## config.mk

```make
export PLATFORM = sky130hd
export DESIGN_NAME = ffra_ctrl
export DESIGN_NICKNAME = d
export VERILOG_FILES = /design/src/rtl/core/ffra_pkg.sv /design/src/rtl/core/ffra_ctrl.sv
export SDC_FILE = /design/constraint.sdc
export NUM_CORES = 1
export LEC_CHECK = 0
export BUFFER_PORTS_ARGS = -buffer_cell sky130_fd_sc_hd__buf_2
export CAP_MARGIN = 5
export CORE_AREA = 2 2 39 41
export CTS_CLUSTER_DIAMETER = 80
export DETAILED_ROUTE_END_ITERATION = 7
export DIE_AREA = 0 0 41 43
export PLACE_DENSITY = 0.64
export SLEW_MARGIN = 20
export SYNTH_ARGS = -nofsm -noshare
export SYNTH_HDL_FRONTEND = slang
export SYNTH_SLANG_ARGS = --single-unit
```

## constraint.sdc

```tcl
create_clock -name i_clk -period 2 [get_ports i_clk]
set_input_delay 0.2 -clock i_clk [delete_from_list [all_inputs] [get_ports i_clk]]
set_output_delay 0.2 -clock i_clk [all_outputs]
set_load 0.005 [all_outputs]
```

## src/rtl/core/ffra_pkg.sv

```systemverilog
package ffra_pkg;

    localparam int MAX_SLOTS = 4096;
    localparam int SW        = 13;
    localparam int WORD_BITS = 8;
    localparam int NUM_WORDS = MAX_SLOTS / WORD_BITS;
    localparam int WA_W      = $clog2(NUM_WORDS);
    localparam int WB_W      = $clog2(WORD_BITS);

    localparam logic OP_ALLOC = 1'b0;
    localparam logic OP_FREE  = 1'b1;

    typedef struct packed {
        logic cfg_we;
        logic item_load;
        logic clr_wr;
        logic scan_init;
        logic scan_step;
        logic rd_en;
        logic set_range;
        logic upd_wr;
        logic res_ok;
        logic res_fail;
    } t_cmd;

    typedef struct packed {
        logic clr_last;
        logic bad;
        logic is_free;
        logic scan_hit;
        logic scan_end;
        logic upd_last;
    } t_stat;

endpackage

```

## src/rtl/core/ffra_ctrl.sv

```systemverilog
module ffra_ctrl (
    input  logic            i_clk,
    input  logic            i_rst_n,
    input  logic            i_cfg_valid,
    input  logic            i_in_valid,
    input  logic            i_out_ready,
    input  ffra_pkg::t_stat i_stat,
    output ffra_pkg::t_cmd  o_cmd,
    output logic            o_cfg_ready,
    output logic            o_in_ready,
    output logic            o_out_valid
);
    import ffra_pkg::*;

    localparam logic [2:0] S_CLR  = 3'd0;
    localparam logic [2:0] S_IDLE = 3'd1;
    localparam logic [2:0] S_CHK  = 3'd2;
    localparam logic [2:0] S_SRD  = 3'd3;
    localparam logic [2:0] S_SSC  = 3'd4;
    localparam logic [2:0] S_URD  = 3'd5;
    localparam logic [2:0] S_UWR  = 3'd6;
    localparam logic [2:0] S_DONE = 3'd7;

    logic [2:0] r_state, n_state;

    assign o_cfg_ready = (r_state == S_IDLE);
    assign o_in_ready  = (r_state == S_IDLE) && !i_cfg_valid;
    assign o_out_valid = (r_state == S_DONE);

    always_comb begin
        n_state = r_state;
        o_cmd   = '0;
        case (r_state)
            S_CLR: begin
                o_cmd.clr_wr = 1'b1;
                if (i_stat.clr_last) n_state = S_IDLE;
            end
            S_IDLE: begin
                if (i_cfg_valid) begin
                    o_cmd.cfg_we = 1'b1;
                    n_state      = S_CLR;
                end else if (i_in_valid) begin
                    o_cmd.item_load = 1'b1;
                    n_state         = S_CHK;
                end
            end
            S_CHK: begin
                if (i_stat.bad) begin
                    o_cmd.res_fail = 1'b1;
                    n_state        = S_DONE;
                end else if (i_stat.is_free) begin
                    o_cmd.set_range = 1'b1;
                    n_state         = S_URD;
                end else begin
                    o_cmd.scan_init = 1'b1;
                    n_state         = S_SRD;
                end
            end
            S_SRD: begin
                o_cmd.rd_en = 1'b1;
                n_state     = S_SSC;
            end
            S_SSC: begin
                if (i_stat.scan_hit) begin
                    o_cmd.set_range = 1'b1;
                    n_state         = S_URD;
                end else if (i_stat.scan_end) begin
                    o_cmd.res_fail = 1'b1;
                    n_state        = S_DONE;
                end else begin
                    o_cmd.scan_step = 1'b1;
                    n_state         = S_SRD;
                end
            end
            S_URD: begin
                o_cmd.rd_en = 1'b1;
                n_state     = S_UWR;
            end
            S_UWR: begin
                o_cmd.upd_wr = 1'b1;
                if (i_stat.upd_last) begin
                    o_cmd.res_ok = 1'b1;
                    n_state      = S_DONE;
                end else begin
                    n_state = S_URD;
                end
            end
            S_DONE: begin
                if (i_out_ready) n_state = S_IDLE;
            end
            default: n_state = S_IDLE;
        endcase
    end

    always_ff @(posedge i_clk) begin
        if (!i_rst_n) begin
            r_state <= S_CLR;
        end else begin
            r_state <= n_state;
        end
    end

`ifndef SYNTHESIS
    a_in_chk: assert property (@(posedge i_clk) disable iff (!i_rst_n)
        (i_in_valid && o_in_ready) |=> (r_state == S_CHK))
        else $error("accepted beat not checked");
    a_cfg_clr: assert property (@(posedge i_clk) disable iff (!i_rst_n)
        (i_cfg_valid && o_cfg_ready) |=> (r_state == S_CLR))
        else $error("config write without clear");
    a_excl: assert property (@(posedge i_clk) disable iff (!i_rst_n)
        !(o_in_ready && o_out_valid))
        else $error("input taken while result pending");
    a_hold: assert property (@(posedge i_clk) disable iff (!i_rst_n)
        (o_out_valid && !i_out_ready) |=> o_out_valid)
        else $error("result dropped");
`endif

endmodule
```

# --- After elaboration in Yosys (flattened, before gate mapping) ---
# Cells that the tools add are included.
# Widths: inputs -> output; s select.
word_totals:
  regBits: 3
  latch_bits: 0
  ram_bits: 0
  romBits: 0
  inputBits: 11
  elab_cells: 48
  mem_count: 0
classes:
  n_addsub: 0
  multipliers: 0
  n_div: 0
  magnitude_cmp: 0
  eq_ne: 10
  shifts: 0
  n_mux: 32
  bitwise: 0
  reduce_logical: 5
op_table:
  columns: ["op", "n"]
  rows:
  - ["$mux 3", 8]
  - ["$pmux 3 s8", 1]
  - ["$mux 1", 18]
  - ["$eq 3x3->1 const B", 4]
  - ["$eq 3x2->1 const B", 2]
  - ["$mux 2", 3]
  - ["$ne 2x2->1 const B", 2]
  - ["$pmux 1 s2", 2]
  - ["$eq 3x1->1 const B", 1]
  - ["$logic_not 3->1", 1]
  - ["$ne 3x3->1 const B", 1]
  - ["$reduce_and 3->1", 1]
  - ["$reduce_or 2->1", 1]
  - ["$logic_and 1x1->1", 1]
  - ["$logic_not 1->1", 1]

# --- Logic depth before layout (Yosys ltp) ---
depth:
  word_depth: 3
  mapped_depth: 5
  depth_no_buf: 4

# --- Worst setup path after synthesis ---
# OpenSTA, ideal clock, no wires.
synth_path:
  kind: "register to output"
  from: "reg r_state[2]"
  to: "out o_cmd[6] in the netlist's numbering"
  t_arrival_ns: 0.987
  t_required_ns: 1.800
  slack_ns: 0.813
  path_stages_with_launch: 4
  n_path_buf: 1
  path_cell_list: "dfxtp_1 > buf_6 > nor4_1 > and2_1"
synth_rtl:
  columns: ["element", "line", "source"]
  rows:
  - ["from (decl)", "ffra_ctrl.sv:24", "logic [2:0] r_state, n_state;"]
  - ["from (signal assigned)", "ffra_ctrl.sv:99", "r_state <= n_state;"]
  - ["to (decl)", "ffra_ctrl.sv:8", "output ffra_pkg::t_cmd o_cmd,"]

==> flow_summary.json <==
{
  "status": "finished, final reports clean",
  "die_w_um": 41,
  "clockRootBuffer": "clkbuf_4",
  "grt.busiest_layer": "met2",
  "antenna_found_initial": 0,
  "ant_nets": 0,
  "die_h_um": 43,
  "switching_power_mw": 0.0660,
  "cts_resized": 0,
  "synthSimpleGateAreaFrac_pct": 39.9,
  "total_power_mw": 0.229,
  "endpoint": "o_cmd[0]",
  "p_int_mw": 0.163,
  "start_util_pct": 24.5,
  "core_area_mm2": 0.00138,
  "synthToLayoutAreaGrowth_pct": 39.9,
  "cts_tree": "built",
  "synth.top_cell.area_share_pct": 17.7,
  "start_kind": "flip-flop",
  "place.port_buffers": 23,
  "fin_cells": 89,
  "clkTransAtPathRegs_ps": 40,
  "via_count": 426,
  "slowest_delay_ps": 550,
  "post-cts-setup-buffers": 0,
  "end_kind": "output port",
  "timing.rr.start": "r_state[0]$_SDFFE_PN0P_",
  "cts_buffer_depth": 2,
  "ys_seq_area_share_pct": 17.7,
  "yosys_warnings": 0,
  "min_from": "i_out_ready",
  "wl_per_cell_um": 9.83,
  "netlist_instances": 49,
  "fin_crit_sh_pct": 85.7,
  "drcViolationCount": 0,
  "synth_common_cells": "6 x inv_1, 6 x nor2_1, 4 x and2_1, 4 x nor3_1",
  "synth-xor-area-share_pct": 2.58,
  "io_pins": 24,
  "rsz0062_at_grt": "no",
  "worstPathArrival_ps": 1510,
  "syn_nets": 60,
  "dpl.cell_count": 85,
  "met2_usage_pct": 16.3,
  "top_regs": "r_state: 3 flops",
  "reg2reg_depth": 4,
  "synth_compound_area_share_pct": 25.5,
  "viasPerCell": 4.79,
  "synthAdderAreaFrac_pct": 0,
  "pwr-share-seq_pct": 31.4,
  "report.final.slew_viol_count": 0,
  "cts_max_level": 1,
  "drt_wl_total_um": 875,
  "synth.avg_cell_area_um2": 6.92,
  "clkPwrFrac_pct": 47.7,
  "synth-seq-cells": 3,
  "startpoint": "r_state[2]$_SDFFE_PN0P_",
  "switching_share_pct": 28.8,
  "crit_type": "reg -> out",
  "synthFlopType": "dfxtp_1",
  "p_leak_nw": 0.268,
  "regMostFlops": "r_state",
  "fin_skew_ps": 7.72,
  "syn-cell-area_um2": 339,
  "largest_register_ffs": 3,
  "synth_enable_flop_cells": 0,
  "cp_cell_sequence": "inv_1 -> nor4b_1 -> a31oi_1 -> nor2_1 -> buf_2",
  "power_density_mw_per_mm2": 483,
  "cts_sinks": 3,
  "drtPass1Iterations": 2,
  "yosys.area.top_type": "dfxtp_1",
  "maxCapViolCount": 0,
  "dp_hpwl_um": 679,
  "timing.fmax_ghz": 0.584,
  "grt_pass1_wl_um": 1350,
  "combPwrFrac_pct": 20.9,
  "setup_viol": 0,
  "clock_latency_ps": 240,
  "drive_above_1_share_pct": 37.0,
  "grt_overflow": 0,
  "synth_top_family_by_area": "simple AND/OR/NAND/NOR gates",
  "grt_pass1_vias": 353,
  "crit_required_ps": 1800,
  "fin_nets": 85,
  "hold_viol_final": 0,
  "slowest_stage": "dfxtp_1",
  "fp-row-count": 14,
  "antenna_cells": 0,
  "muxShareOfSynthArea_pct": 0,
  "drtIter0Drc": 5,
  "use_met3_pct": 4.71,
  "grt_max_degree": 18,
  "fin_setup_tns_ps": 0,
  "period_needed_ps": 1710,
  "slew-limit-headroom_pct": 68.5,
  "grtUsageTotal_pct": 11.1,
  "max_slew.worst_pin.slew_ps": 472,
  "reg2reg_to": "r_state[1]$_SDFFE_PN0P_",
  "ir_drop_v": 0.000242,
  "numCtsBuffers": 3,
  "die_area_mm2": 0.00176,
  "hp-class": "in -> reg",
  "met1_usage_pct": 13.1,
  "yosys-top-cells-area": "dfxtp_1 18%, and2_1 7.4%, inv_1 6.6%, nor2_1 6.6%, nor3_1 5.9%",
  "place_congestion": 0.761,
  "async_flop_share_pct": 0,
  "ff2ff_setup_slack_ps": 690,
  "cp_max_fo": 13,
  "hold_buffers": 0,
  "ys_types": 25
}
## stage by stage
step	utilization [%]	instance area (um2)	setup slack (ps)	hold WS (ps)
floorplan	-	339	813	291
global placement	32.4	448	589	409
detailed placement	32.4	448	544	409
CTS	34.3	474	282	158
global route	34.3	474	149	159
finish	34.3	474	286	159
## power by group through the flow
stage / Clock (mW) / Sequential [mW] / Combinational, mW
2_1_floorplan: 0 / 0.0667 / 0.0324
3_3_place_gp: 0 / 0.0727 / 0.0480
3_5_place_dp: 0 / 0.0732 / 0.0483
4_1_cts: 0.112 / 0.0723 / 0.0486
5_1_grt: 0.120 / 0.0732 / 0.0545
6_report: 0.109 / 0.0720 / 0.0478
## cell families after synthesis
kind of cell,after synthesis
xor gates and xnor gates,1
buffers and inverters,9
and+or+nand+nor,25
AOI/OAI and AO/OA,11
DFF,3
## final cells by class
| type | count | area (um2) |
|---|---|---|
| flip-flops and latches | 3 | 60.1 |
| repair buffers | 23 | 115 |
| fillers | 158 | 910 |
| clock buffers | 4 | 26.3 |
| multi-input cells | 37 | 230 |
| inverters | 6 | 22.5 |
| well taps | 16 | 20.0 |
## per-layer routing
| metal | vias to the layer above | wire length [um] |
|---|---|---|
| met5 | - | 0 |
| met4 | 0 | 0 |
| met3 | 0 | 58 |
| met2 | 12 | 432 |
| met1 | 190 | 385 |
| li1 | 224 | - |
## layout by cell type (no fill, tap or decap), types with 2 or more instances in the layout
cell type,netlist,routed
clkbuf_4,0,3
nor3_1,4,4
inv_1,6,6
a21oi_1,3,3
buf_2,0,23
dfxtp_1,3,3
nor2_1,6,6
or3_1,2,2
and3_1,2,2
and2_1,4,4
nand2_1,2,2
## worst max-delay path: cells and delay by family (launching register included)
kind	cells	cell delay, ps
flip-flops	1	550
buffers and inverters	2	270
AND/OR/NAND/NOR	2	390
AO/OA/AOI/OAI	1	60
## worst min-delay path by stage
stage	end	slack, ps	depth (start not counted)
finish	r_state[2]$_SDFFE_PN0P_	160	2
global route	r_state[2]$_SDFFE_PN0P_	160	2
CTS	r_state[2]$_SDFFE_PN0P_	160	2
detailed placement	r_state[2]$_SDFFE_PN0P_	410	2
global placement	r_state[2]$_SDFFE_PN0P_	410	2
floorplan	r_state[2]$_SDFFE_PN0P_	290	1
(Power assumes the default switching activity.)
